File: src/hw/rtl/bldf_pkg.sv
// ----------------------------------------------------------------------------
// bldf_pkg: shared types and constants for the LED digit frame block
// Field widths, conversion constants and the front FSM state type.
// ----------------------------------------------------------------------------
package bldf_pkg;

  localparam int unsigned DIGIT_COUNT_DEF = 8;

  localparam int unsigned VALUE_W = 32;
  localparam int unsigned ADDR_W  = 4;
  localparam int unsigned SEG_W   = 8;

  // blank code; never carries the point bit
  localparam logic [SEG_W-1:0] BLANK_CODE = 8'd15;

  // x / 10 == (x * 0xCCCCCCCD) >> 35, exact for all 32-bit x
  localparam logic [VALUE_W-1:0] RECIP_10    = 32'hCCCC_CCCD;
  localparam int unsigned        RECIP_SHIFT = 35;

  localparam int unsigned QUEUE_DEPTH = 2;

  typedef enum logic [1:0] {
    FRONT_IDLE,
    FRONT_CONV,
    FRONT_PUSH
  } front_state_e;

endpackage

File: src/hw/rtl/bldf_back.sv
// ----------------------------------------------------------------------------
// bldf_back: digit write sequencer
// Pops one frame record, sends one digit write per cycle unless stalled, lowest first.
// ----------------------------------------------------------------------------
module bldf_back #(
  parameter int unsigned DIGIT_COUNT = bldf_pkg::DIGIT_COUNT_DEF
) (
  input  logic                                 clk_i,
  input  logic                                 rst_ni,
  input  logic                                 pop_valid_i,
  output logic                                 pop_ready_o,
  input  logic [DIGIT_COUNT*bldf_pkg::SEG_W:0] pop_data_i,
  output logic                                 out_valid_o,
  input  logic                                 out_ready_i,
  output logic [bldf_pkg::ADDR_W-1:0]          digit_address_o,
  output logic [bldf_pkg::SEG_W-1:0]           segment_code_o,
  output logic                                 overflow_o,
  output logic                                 last_o
);
  import bldf_pkg::*;

  localparam int unsigned IDX_W = (DIGIT_COUNT > 1) ? $clog2(DIGIT_COUNT) : 1;

  logic               busy_q, busy_d;
  logic [IDX_W-1:0]   cnt_q, cnt_d;
  logic               out_valid_q, out_valid_d;
  logic [SEG_W-1:0]   codes_q [DIGIT_COUNT];
  logic               ovf_rec_q;
  logic [ADDR_W-1:0]  addr_q;
  logic [SEG_W-1:0]   code_q;
  logic               ovf_q;
  logic               last_q;

  logic load_out, is_last, pop;

  assign is_last     = (cnt_q == IDX_W'(DIGIT_COUNT - 1));
  assign load_out    = busy_q & (~out_valid_q | out_ready_i);
  // take the next record as the current one sends its final write
  assign pop         = pop_valid_i & (~busy_q | (load_out & is_last));
  assign pop_ready_o = ~busy_q | (load_out & is_last);

  always_comb begin
    busy_d      = busy_q;
    cnt_d       = cnt_q;
    out_valid_d = load_out | (out_valid_q & ~out_ready_i);
    if (load_out) begin
      cnt_d = cnt_q + IDX_W'(1);
      if (is_last) begin
        busy_d = 1'b0;
      end
    end
    if (pop) begin
      busy_d = 1'b1;
      cnt_d  = '0;
    end
  end

  always_ff @(posedge clk_i or negedge rst_ni) begin
    if (!rst_ni) begin
      busy_q      <= 1'b0;
      cnt_q       <= '0;
      out_valid_q <= 1'b0;
    end else begin
      busy_q      <= busy_d;
      cnt_q       <= cnt_d;
      out_valid_q <= out_valid_d;
    end
  end

  always_ff @(posedge clk_i) begin
    if (pop) begin
      ovf_rec_q <= pop_data_i[DIGIT_COUNT*SEG_W];
      for (int i = 0; i < DIGIT_COUNT; i++) begin
        codes_q[i] <= pop_data_i[i*SEG_W +: SEG_W];
      end
    end
    if (load_out) begin
      addr_q <= ADDR_W'(cnt_q) + ADDR_W'(1);
      code_q <= codes_q[cnt_q];
      ovf_q  <= ovf_rec_q;
      last_q <= is_last;
    end
  end

  assign out_valid_o     = out_valid_q;
  assign digit_address_o = addr_q;
  assign segment_code_o  = code_q;
  assign overflow_o      = ovf_q;
  assign last_o          = last_q;

  a_last_at_top: assert property (@(posedge clk_i) disable iff (!rst_ni)
    out_valid_o && last_o |-> digit_address_o == ADDR_W'(DIGIT_COUNT))
    else $error("last flag not on the most significant position");

endmodule

File: config.mk
export PLATFORM = sky130hd
export DESIGN_NAME = bldf_back
export DESIGN_NICKNAME = d
export VERILOG_FILES = /design/src/hw/rtl/bldf_pkg.sv /design/src/hw/rtl/bldf_back.sv
export SDC_FILE = /design/constraint.sdc
export NUM_CORES = 1
export LEC_CHECK = 0
export ABC_AREA = 1
export BUFFER_PORTS_ARGS = -buffer_cell sky130_fd_sc_hd__buf_2
export CAP_MARGIN = 20
export CELL_PAD_IN_SITES_DETAIL_PLACEMENT = 0
export CELL_PAD_IN_SITES_GLOBAL_PLACEMENT = 1
export CORE_AREA = 2 2 100 102
export CTS_BUF_LIST = sky130_fd_sc_hd__clkbuf_8
export DETAILED_ROUTE_END_ITERATION = 12
export DIE_AREA = 0 0 102 104
export GPL_ROUTABILITY_DRIVEN = 0
export PLACE_DENSITY_LB_ADDON = 0.08
export SLEW_MARGIN = 10
export SYNTH_ARGS = -nofsm -noshare
export SYNTH_HDL_FRONTEND = slang
export SYNTH_SLANG_ARGS = --single-unit
File: constraint.sdc
create_clock -name clk_i -period 2.4 [get_ports clk_i]
set_clock_uncertainty 0.05 [all_clocks]
set_input_delay 0.24 -clock clk_i [delete_from_list [all_inputs] [get_ports clk_i]]
set_output_delay 0.24 -clock clk_i [all_outputs]
set_load 0.005 [all_outputs]
== Word-level counts from Yosys, hierarchy flattened ==
Memory sizes are Yosys's and may differ from the RTL's. A register that Yosys moved wholly into a read port is not among the register bits.
Index checks and enable logic that the tools add are counted.

* Bits in registers: 12
* RAM bits: 64
* Input port bits: 69
* Output and inout port bits: 16
* Logic and storage cells: 31
* Memories kept: 1

* Add/subtract/negate cells: 2
* Eq/ne operators: 1
* Mux-type cells: 7
* Bitwise logic cells: 10
* Reduce and logical (&&, ||, !) cells: 3

{| class="wikitable"
|+ Memories
! name !! depth !! bits a word !! rd ports !! clocked after memory_dff !! wr ports !! RTL line !! source
|-
| codes_q || 8 || 8 || 1 || 1 || 8 || bldf_back.sv:27 || <nowiki>logic [SEG_W-1:0] codes_q [DIGIT_COUNT];</nowiki>
|}

{| class="wikitable"
|+ Operators with widths
! kind !! count
|-
| $mux W3 || 2
|-
| $mux W1 || 5
|-
| $add A3 B1 Y4 const B || 1
|-
| $and A1 B1 Y1 || 4
|-
| $reduce_bool A2 Y1 || 2
|-
| $add A3 B1 Y3 const B || 1
|-
| $eq A3 B3 Y1 const B || 1
|-
| $not A1 Y1 || 3
|-
| $or A1 B1 Y1 || 3
|-
| $reduce_and A2 Y1 || 1
|}

== Depth between registers and ports, before layout ==
* Depth in word-level cells: 8
* Depth in mapped cells: 8
* Mapped depth without buffers: 7

== Least setup slack after synthesis ==
OpenSTA, ideal clock, no wires.

* Kind: flip-flop to flip-flop
* Start: register cnt_q[0]
* End: memory codes_q[0][0], enable pin
* Library setup time: 0.420 ns
* Arrival time: 2.177 ns
* Required time: 1.930 ns
* Slack: -0.247 ns
* Stages on the path, launching flop included: 7
* Path buffers: 0
* Period minus slack after synthesis: 2.647 ns
* Path through: dfrtp_1 > ha_1 > ha_1 > nand2_1 > nand2_1 > nand2_1 > inv_1

{| class="wikitable"
|+ RTL lines
! element !! RTL line !! source
|-
| start: declaration || bldf_back.sv:25 || <nowiki>logic [IDX_W-1:0] cnt_q, cnt_d;</nowiki>
|-
| start signal: assignment || bldf_back.sv:65 || <nowiki>cnt_q <= cnt_d;</nowiki>
|-
| end: declaration || bldf_back.sv:27 ||
|}

==> results by group <==
Power
  – Pleak: 2.25 nW
  – Sw Pwr: 0.00155 W
  – Power share of the sequential group: 44.7%
  – P_int: 0.00324 W
  – Combinational cell fraction of total power: 30.5%
  – PwrDens: 1010 nW/µm²
  – Switching share of power: 32.3%
  – Peak VDD IR: 0.000466 V
  – Clock power frac: 24.8%

Synth
  – Mapped Area: 3530 µm²
  – Seq/Total Area, Yosys: 70.7%
  – FF+latch count, synth: 84
  – Syn nets: 397
  – Yosys warns: 0
  – Syn Area/Cell: 10.8 µm²
  – Post-Syn Instances: 326
  – Netlist cell types: 14

Worst setup path
  – RR Startpoint: cnt_q[0]
  – Critical Path Source Type: flip-flop
  – CP startpoint: cnt_q[0]
  – Family with the most delay on the worst path: buffers and inverters
  – Crit Path Class: reg2reg
  – Worst EP arrival: 1760 ps
  – CP bufs+invs: 2
  – Crit path max fanout: 36
  – Required time worst endpoint: 2350 ps
  – CP max stage cell: buf_4
  – Crit path cell chain: ha_1, ha_1, nand2_1, nand2_1, nand2_2, clkinvlp_4, buf_4
  – Critical Path End Type: flip-flop
  – Max stage delay on crit path: 390 ps

Global routing
  – Initial antenna violation count: 0
  – First-pass GRT wire length: 11.7 mm
  – Vias in the first global route: 2355
  – GR Util All Layers: 14.7%
  – Grt total ovfl: 0
  – Pin count of the biggest net entering global routing: 37

Detailed routing
  – DR vias: 2478
  – DRC Markers: 0
  – Vias per inst: 4.14
  – DRT Pass-1 Iters: 4
  – WL/cell: 12.9 µm
  – Initial DRC Count: 57
  – ANT nets after route: 0
  – Drt total wl: 7.72 mm

Floorplan
  – # IOs: 85
  – Row Count: 36
  – Initial Util: 37.0%
  – Core area: 9550 µm²
  – Die Ht: 104 µm
  – Die Width: 102 µm
  – Die footprint: 10600 µm²

Placement
  – Placed Cells: 537
  – DP Wirelength: 4.85 mm
  – PortBufs: 84

Clocking
  – Clock Path Buffers: 2
  – Clock latency on the worst-skew pair: 340 ps
  – Clk Tree Root Cell: clkbuf_8
  – Worst-path clk slew: 90 ps
  – # resized after CTS: 0
  – Num Clock Sinks: 84
  – CTS tree: built
  – Setup bufs post-CTS: 0
  – CTS H-tree lvls: 3
  – CTS buffer count: 9

Timing
  – Hold Fails Final Rpt: 0
  – Fmax: 550 MHz
  – Crit path time final: 1820 ps
  – Final number of setup-violating endpoints: 0
  – Unrepaired setup endpoints after global routing: no
  – Final period utilization: 75.7%
  – Final hold slack: 22.8 ps
  – Slew Limit Fails: 0
  – Setup tns final: 0 ps
  – Worst relative slew slack: 54.4%
  – Worst slew pin tran: 684 ps

Final layout
  – Area taken by multi-input logic gates: 657 µm²
  – Fin util: 49.9%
  – Final net count: 532
  – Final Non-Filler Cells: 599
  – Area Growth Syn to Fin: 34.8%
  – Filler cell count: 917
  – Share of layout cells above drive strength 1: 23.0%
  – Register area: 2500 µm²
  – ANT cells: 0

Worst hold path
  – Hold path startpoint: pop_data_i[5]
  – Worst hold-check path type: in2reg

Run status
  – Status: finished clean

Job
  – MaxCap Viol Count: 0
worst reg2reg max path, delay by kind of cell (launching register included):
kind | cells | cell delay (ps)
adders and majority gates | 2 | 300
buffers and inverters | 2 | 470
DFF | 1 | 360
and+or+nand+nor | 3 | 280
synthesized netlist by cell type, drive strengths merged:
library cell,count,area [µm²]
nand2,120,450
buf,11,100
inv,72,278
edfxtp,79,2370
nor3,1,5.00
clkinv,1,3.75
ha,2,25.0
dfrtp,5,125
nor2,1,3.75
nand3,34,170
power groups by stage:
stage	clock network [W]	registers, W	logic [W]
after floorplan	0	0.00217	0.00103
after global placement	0	0.00217	0.00143
after detailed placement	0	0.00218	0.00144
after CTS	0.00123	0.00215	0.00146
after global routing	0.00130	0.00218	0.00169
final	0.00119	0.00214	0.00146
cell type report:
class / count / share of cell area, %
Sequential cell: 84 / 52.4
Inverter: 73 / 5.99
Clock inverter: 7 / 2.42
Multi-Input combinational cell: 158 / 13.8
Clock buffer: 9 / 2.60
Tap cell: 133 / 3.49
Timing Repair Buffer: 135 / 19.3
flip-flops by register name, indices dropped and copies added, names as in the netlist:
signal	flops
busy_q	1
cnt_q	3
codes_q	64
digit_address_o	4
last_o	1
out_valid_o	1
overflow_o	1
ovf_rec_q	1
segment_code_o	8
logic make-up after synthesis:
family / share of synthesized area (%)
adders and majority gates: 0.708
DFF: 70.7
and+or+nand+nor: 17.8
buffers and inverters: 10.8
layer usage:
metal | GRT usage [%] | vias up | share of wire [%]
met1 | 18.4 | 1125 | 43
li1 | - | 1287 | -
met2 | 24.7 | 62 | 52
met3 | 4.97 | 4 | 3.9
met4 | 3.24 | 0 | 0.67
met5 | 0 | - | 0
layout by cell type (no fill, tap or decap):
cell           count
edfxtp_1          79
dlygate4sd3_1     46
nand3_1           34
buf_2             84
inv_1             69
inv_6              1
clkbuf_8           9
nand2_2            1
buf_4              5
nand2_1          119
nor3_1             1
bufinv_16          3
nor2_1             1
clkinv_1           3
dfrtp_1            5
inv_4              1
ha_1               2
clkinvlp_4         1
clkinv_4           2
timing repair:
item                       4_1_cts  5_1_grt
hold endpoints to repair        22       28
setup endpoints to repair        0        0
hold buffers                    18       28
metrics by stage:
stage | total power (W) | instance area (µm²) | worst slack [ps]
3_5_place_dp | 0.00362 | 4060 | 584
5_1_grt | 0.00516 | 4760 | 453
6_report | 0.00479 | 4760 | 583
4_1_cts | 0.00484 | 4480 | 567
2_1_floorplan | 0.00320 | 3540 | 3.75
3_3_place_gp | 0.00360 | 4060 | 613
final timing paths:
check | slack [ps] | cells after the start | endpoint
worst max-delay path | 580 | 7 | codes_q[4][7]
worst min-delay path | 20 | 1 | codes_q[0][5]
worst max register to register | 580 | 7 | codes_q[4][7]
worst min register to register | 380 | 0 | overflow_o
max in group asynchronous | 1970 | 2 | cnt_q[2]
min in group asynchronous | 190 | 2 | busy_q
No activity file was read; power rests on OpenSTA's default activity.
