--- src/hw/rtl/bldf_pkg.sv ---
// ----------------------------------------------------------------------------
// bldf_pkg: shared types and constants for the LED digit frame block
// Field widths, conversion constants and the front FSM state type.
// ----------------------------------------------------------------------------
package bldf_pkg;

  localparam int unsigned DIGIT_COUNT_DEF = 8;

  localparam int unsigned VALUE_W = 32;
  localparam int unsigned ADDR_W  = 4;
  localparam int unsigned SEG_W   = 8;

  // blank code; never carries the point bit
  localparam logic [SEG_W-1:0] BLANK_CODE = 8'd15;

  // x / 10 == (x * 0xCCCCCCCD) >> 35, exact for all 32-bit x
  localparam logic [VALUE_W-1:0] RECIP_10    = 32'hCCCC_CCCD;
  localparam int unsigned        RECIP_SHIFT = 35;

  localparam int unsigned QUEUE_DEPTH = 2;

  typedef enum logic [1:0] {
    FRONT_IDLE,
    FRONT_CONV,
    FRONT_PUSH
  } front_state_e;

endpackage

--- src/hw/rtl/bldf_queue.sv ---
// ----------------------------------------------------------------------------
// bldf_queue: short record queue between front and back
// Two-entry register FIFO with valid/ready on both sides.
// ----------------------------------------------------------------------------
module bldf_queue #(
  parameter int unsigned WIDTH = 65
) (
  input  logic             clk_i,
  input  logic             rst_ni,
  input  logic             push_valid_i,
  output logic             push_ready_o,
  input  logic [WIDTH-1:0] push_data_i,
  output logic             pop_valid_o,
  input  logic             pop_ready_i,
  output logic [WIDTH-1:0] pop_data_o
);
  import bldf_pkg::*;

  localparam int unsigned PTR_W = (QUEUE_DEPTH > 1) ? $clog2(QUEUE_DEPTH) : 1;
  localparam int unsigned CNT_W = $clog2(QUEUE_DEPTH + 1);

  logic [WIDTH-1:0] mem_q [QUEUE_DEPTH];
  logic [PTR_W-1:0] wr_ptr_q, rd_ptr_q;
  logic [CNT_W-1:0] count_q;
  logic             push_fire, pop_fire;

  assign push_ready_o = (count_q != CNT_W'(QUEUE_DEPTH));
  assign pop_valid_o  = (count_q != '0);
  assign pop_data_o   = mem_q[rd_ptr_q];
  assign push_fire    = push_valid_i & push_ready_o;
  assign pop_fire     = pop_valid_o & pop_ready_i;

  function automatic logic [PTR_W-1:0] ptr_inc(input logic [PTR_W-1:0] p);
    ptr_inc = (p == PTR_W'(QUEUE_DEPTH - 1)) ? '0 : p + PTR_W'(1);
  endfunction

  always_ff @(posedge clk_i or negedge rst_ni) begin
    if (!rst_ni) begin
      wr_ptr_q <= '0;
      rd_ptr_q <= '0;
      count_q  <= '0;
    end else begin
      if (push_fire) begin
        wr_ptr_q <= ptr_inc(wr_ptr_q);
      end
      if (pop_fire) begin
        rd_ptr_q <= ptr_inc(rd_ptr_q);
      end
      if (push_fire && !pop_fire) begin
        count_q <= count_q + CNT_W'(1);
      end else if (pop_fire && !push_fire) begin
        count_q <= count_q - CNT_W'(1);
      end
    end
  end

  always_ff @(posedge clk_i) begin
    if (push_fire) begin
      mem_q[wr_ptr_q] <= push_data_i;
    end
  end

  a_count_tracks_push: assert property (@(posedge clk_i) disable iff (!rst_ni)
    push_fire && !pop_fire |=> count_q == $past(count_q) + CNT_W'(1))
    else $error("queue count lost a push");

endmodule

--- config.mk ---
export PLATFORM = sky130hd
export DESIGN_NAME = bldf_queue
export DESIGN_NICKNAME = d
export VERILOG_FILES = /design/src/hw/rtl/bldf_pkg.sv /design/src/hw/rtl/bldf_queue.sv
export SDC_FILE = /design/constraint.sdc
export NUM_CORES = 1
export LEC_CHECK = 0
export BUFFER_PORTS_ARGS = -buffer_cell sky130_fd_sc_hd__buf_2
export CORE_ASPECT_RATIO = 1.1
export CORE_MARGIN = 4
export CORE_UTILIZATION = 35
export CTS_CLUSTER_DIAMETER = 40
export DETAILED_ROUTE_END_ITERATION = 8
export GPL_TIMING_DRIVEN = 0
export PLACE_DENSITY = 0.62
export REMOVE_ABC_BUFFERS = 1
export SLEW_MARGIN = 20
export SYNTH_ARGS = -nofsm -noshare
export SYNTH_HDL_FRONTEND = slang
export SYNTH_SLANG_ARGS = --single-unit
--- constraint.sdc ---
create_clock -name clk_i -period 5.7 [get_ports clk_i]
set_input_delay 0.57 -clock clk_i [delete_from_list [all_inputs] [get_ports clk_i]]
set_output_delay 0.57 -clock clk_i [all_outputs]
set_load 0.1 [all_outputs]
-- Yosys cells after proc, flatten, opt, wreduce, memory -nomap -nowiden
Memories as Yosys holds them, arrays and structs flattened.
Index checks and enable logic that the tools add are counted.
- memories kept: 1
- RAM bits: 130
- output and inout port bits: 67
- register bits after elaboration: 4
- input port bits: 69
- word-level logic and storage cells: 23
- memory list (name ; words ; bits a word ; read ports ; clocked after Yosys merged registers in ; write ports ; RTL line ; RTL):
    mem_q ; 2 ; 65 ; 1 ; 0 ; 1 ; bldf_queue.sv:22 ; logic [WIDTH-1:0] mem_q [QUEUE_DEPTH];
- muxes and demuxes: 6
- reduce and logical (&&, ||, !) cells: 6
- bitwise operators: 2
- add/subtract/negate cells: 4
- equal/unequal tests: 1
- operators by type and width (operator ; count):
    2-to-1 mux 1 bit ; 4
    2-to-1 mux 2 bit ; 2
    nonzero test 2 bit ; 2
    adder 1 bit (second input constant) ; 2
    adder 2 x 1 -> 2 bit (second input constant) ; 1
    bitwise AND 1 bit ; 2
    logical AND 1 bit ; 2
    logical NOT 1 bit ; 2
    != test 2 bit (second input constant) ; 1
    subtractor 2 x 1 -> 2 bit (second input constant) ; 1

-- Longest topological paths before layout
- depth after elaboration: 6
- gate-level depth with buffers: 7
- mapped depth without buffers: 7

-- Worst setup path after synthesis
No wires, ideal clock.
- path kind: flip-flop to flip-flop
- start: register count_q[0]
- end: memory mem_q[0][0] (enable)
- period minus slack after synthesis: 4.696 ns
- data required time: 5.211 ns
- setup time: 0.489 ns
- stages on the path, launching flop included: 4
- arrival: 4.208 ns
- path buffers: 0
- slack: 1.004 ns
- cell sequence: dfrtp_1 -> nand2b_1 -> nand2_1 -> nor2_1
- longest elaborated chain between the ends: 4
- RTL lines (element ; RTL line ; RTL):
    from (decl) ; bldf_queue.sv:24 ; logic [CNT_W-1:0] count_q;
    from (signal assigned) ; bldf_queue.sv:50 ; count_q <= count_q + CNT_W'(1);
    from (signal assigned) ; bldf_queue.sv:52 ; count_q <= count_q - CNT_W'(1);
    != test 2 bit ; bldf_queue.sv:27 ; assign push_ready_o = (count_q != CNT_W'(QUEUE_DEPTH));
    named net push_ready_o ; bldf_queue.sv:11 ; output logic push_ready_o,
    bitwise AND 1 bit ; bldf_queue.sv:30 ; assign push_fire = push_valid_i & push_ready_o;
    2-to-1 mux 1 bit ; bldf_queue.sv:58 ; if (push_fire) begin
    2-to-1 mux 1 bit (implied by the code) ; bldf_queue.sv:59 ; mem_q[wr_ptr_q] <= push_data_i;
    to (decl) ; bldf_queue.sv:22 ;
The timed path passes the listed nets, and every way through them passes these cells.

-- Final worst setup path
- start: register rd_ptr_q
- end: output port pop_data_o[41]
- longest elaborated chain between the ends: 1
- RTL lines (element ; RTL line ; RTL):
    from (decl) ; bldf_queue.sv:23 ; logic [PTR_W-1:0] wr_ptr_q, rd_ptr_q;
    from (signal assigned) ; bldf_queue.sv:47 ; rd_ptr_q <= ptr_inc(rd_ptr_q);
    memory (2 x 65 bit) ; -- ;
    to (decl) ; bldf_queue.sv:15 ; output logic [WIDTH-1:0] pop_data_o
No other way between the ends.

==> results.sh <==
export IMPL_min_path_type="in2reg"
export IMPL_cts_num_sinks=134
export IMPL_clock_tree_root_cell="sky130_fd_sc_hd__clkbuf_16"
export IMPL_synth_largest_area_cell="sky130_fd_sc_hd__edfxtp_1"
export IMPL_ctsHtreeMaxLevel=4
export IMPL_tritoncts_clock_tree="done"
export IMPL_worst_slew_margin_rel_pct=56.1
export IMPL_syn_warnings=0
export IMPL_flip_flop_and_latch_count_after_synthesis=134
export IMPL_worstPathArrival_ps=2210
export IMPL_first_global_vias=2717
export IMPL_maxSlewViolCount=0
export IMPL_syn_avg_cell_area_um2=22.9
export IMPL_clk_latency_ps=410
export IMPL_n_antenna_cell=0
export IMPL_ys_top_cells_by_area="sky130_fd_sc_hd__edfxtp_1 (77%), sky130_fd_sc_hd__mux2_4 (12%), sky130_fd_sc_hd__mux2_2 (5.6%)"
export IMPL_worst_ep_required_ps=5130
export IMPL_synth_cells=220
export IMPL_detail_route_iter0_violations=110
export IMPL_crit_path_end_kind="output pin"
export IMPL_core_area_um2=14000
export IMPL_postLayoutSetupSlackWorst_ps=2920
export IMPL_synth_enable_flop_cells=130
export IMPL_postRouteAntennaNets=0
export IMPL_grt_overflow_total=0
export IMPL_path_clk_slew_ps=60
export IMPL_globalRouteTotalUtil_pct=11.3
export IMPL_io_pin_count=136
export IMPL_place_worst_setup_slack_ps=3310
export IMPL_yosys_cell_count_top_type="sky130_fd_sc_hd__edfxtp_1"
export IMPL_finalHoldViolations=0
export IMPL_die_height_um=134
export IMPL_timing_max_cap_violations=0
export IMPL_mappedNetlistArea_um2=5050
export IMPL_core_rowCount=45
export IMPL_synth_top_cells_by_count="sky130_fd_sc_hd__edfxtp_1 (130), sky130_fd_sc_hd__mux2_4 (40), sky130_fd_sc_hd__mux2_2 (25), sky130_fd_sc_hd__buf_6 (5), sky130_fd_sc_hd__dfrtp_1 (4)"
export IMPL_die_area_um2=16400
export IMPL_ys_seq_area_share_pct=79.3
export IMPL_maxClockFrequency_mhz=360
export IMPL_synth_cell_type_count=15
export IMPL_maximum_fanout_encountered_on_the_critical_timing_path=34
export IMPL_routed_wirelength_mm=8.91
export IMPL_routabilityCongestion=0.646
export IMPL_dieWidth_um=122
export IMPL_startpoint_type="register"
export IMPL_drt_vias_per_instance=4.39
export IMPL_final_setup_viol_count=0
export IMPL_grt_antenna_before_repair=0
export IMPL_synthFlopType="sky130_fd_sc_hd__edfxtp_1"
export IMPL_grt_pass1_wl_mm=13.7
export IMPL_design_final_nets=442
export IMPL_cts_setup_buffers=0
export IMPL_synth_top_cell_area_share_pct=77.4
export IMPL_share_of_post_route_cells_with_drive_strength_above_1_pct=60.0
export IMPL_final_period_utilization_pct=48.8
export IMPL_cts_buffer_depth=2
export IMPL_synth_async_reset_ratio_pct=2.99
export IMPL_worst_clock_skew_ps=7.68
export IMPL_cts_made_buffers=17
export IMPL_status="finished clean"
export IMPL_critPathKind="reg2out"
export IMPL_post_route_util_pct=46.7
export IMPL_worst_slew_pin_transition_ps=658
export IMPL_grt_setup_unrepaired="false"
export IMPL_drc=0
export IMPL_largest_net_degree_at_the_start_of_global_routing=36
export IMPL_period_needed_ps=2780
export IMPL_io_buffers=135
export IMPL_drt_pre_antenna_iters=4
export IMPL_initial_utilization_pct=36.1
export IMPL_areaGrowthSynthToFinish_pct=29.4
export IMPL_dp_final_hpwl_mm=5.98
export IMPL_avgRoutedWirePerCell_um=15.6
export IMPL_via_count=2513
-- layout by cell type (no fill, tap or decap), drive strengths merged --
| cell | Yosys | routed |
|---|---|---|
| buf | 7 | 139 |
| edfxtp | 130 | 130 |
| mux2 | 65 | 65 |
| clkbuf | 0 | 19 |
| clkinv | 0 | 10 |
| dfrtp | 4 | 4 |
| xnor2 | 3 | 3 |
| nand2 | 2 | 2 |
| xor2 | 2 | 2 |
| clkinvlp | 0 | 2 |
| nor2 | 2 | 2 |
| nand2b | 1 | 1 |
| inv | 1 | 1 |
| or2 | 1 | 1 |
| and3 | 1 | 1 |
| ha | 1 | 1 |
| bufinv | 0 | 1 |
| dlygate4sd3 | 0 | 1 |
-- repair_timing --
item	in CTS	in global routing
gates resized for setup	0	0
hold buffers	1	0
endpoints found under the hold margin	4	0
-- critical path, stage by stage (launching register included) --
cell and delay [ps]:
sky130_fd_sc_hd__dfrtp_4 810, sky130_fd_sc_hd__buf_16 300, sky130_fd_sc_hd__mux2_2 360, sky130_fd_sc_hd__buf_2 290
-- logic make-up after synthesis --
kind of cell             synth area share, %
multiplexers                            17.5
buffers and inverters                   1.39
AND/OR/NAND/NOR                        0.670
adder cells (fa/ha/maj)                0.248
XOR/XNOR                               0.868
flip-flops                              79.3
-- area by class of cell --
class,instances,area (um^2)
Fill cell,1262,7440
Sequential cell,134,4010
Multi-Input combinational cell,78,985
Timing Repair Buffer,140,773
Clock buffer,19,433
Tap cell,188,235
Clock inverter,13,90.1
Inverter,1,3.75
-- stage by stage --
step                instances  TNS (ps)  cell area [um^2]  hold WS, ps
global placement          536      -905              5890          375
global route              573         0              6530          321
detailed placement        540         0              5990          389
CTS                       573         0              6530          325
finish                    573         0              6530          345
floorplan                 213         0              4980          274
-- registers in the layout (all words and copies together) (netlist names) --
name / count
count_q: 2
wr_ptr_q: 1
mem_q: 130
rd_ptr_q: 1
-- worst paths after layout --
kind                                         from                     end  slack, ps  depth (start not counted)
max                          rd_ptr_q$_DFFE_PN0P_          pop_data_o[41]       2920                          3
max in group asynchronous                  rst_ni    rd_ptr_q$_DFFE_PN0P_       5060                          2
max reg2reg                count_q[0]$_DFFE_PN0P_   mem_q[0][3]$_DFFE_PP_       3840                          4
min reg2reg                count_q[1]$_DFFE_PN0P_  count_q[1]$_DFFE_PN0P_        530                          1
min in group asynchronous                  rst_ni    wr_ptr_q$_DFFE_PN0P_        490                          2
min                               push_data_i[48]  mem_q[1][48]$_DFFE_PP_        340                          1
-- layer usage --
| layer | share of wire, % | GRT usage [%] | up-vias |
|---|---|---|---|
| met5 | 0 | 0 | - |
| met4 | 1.6 | 4.85 | 0 |
| met3 | 7.6 | 5.44 | 12 |
| met2 | 52 | 18.7 | 92 |
| met1 | 39 | 12.3 | 1235 |
| li1 | - | - | 1174 |
Power is not shown: default switching activity piles up to over one toggle a cycle in this logic, so the estimate is an artifact.
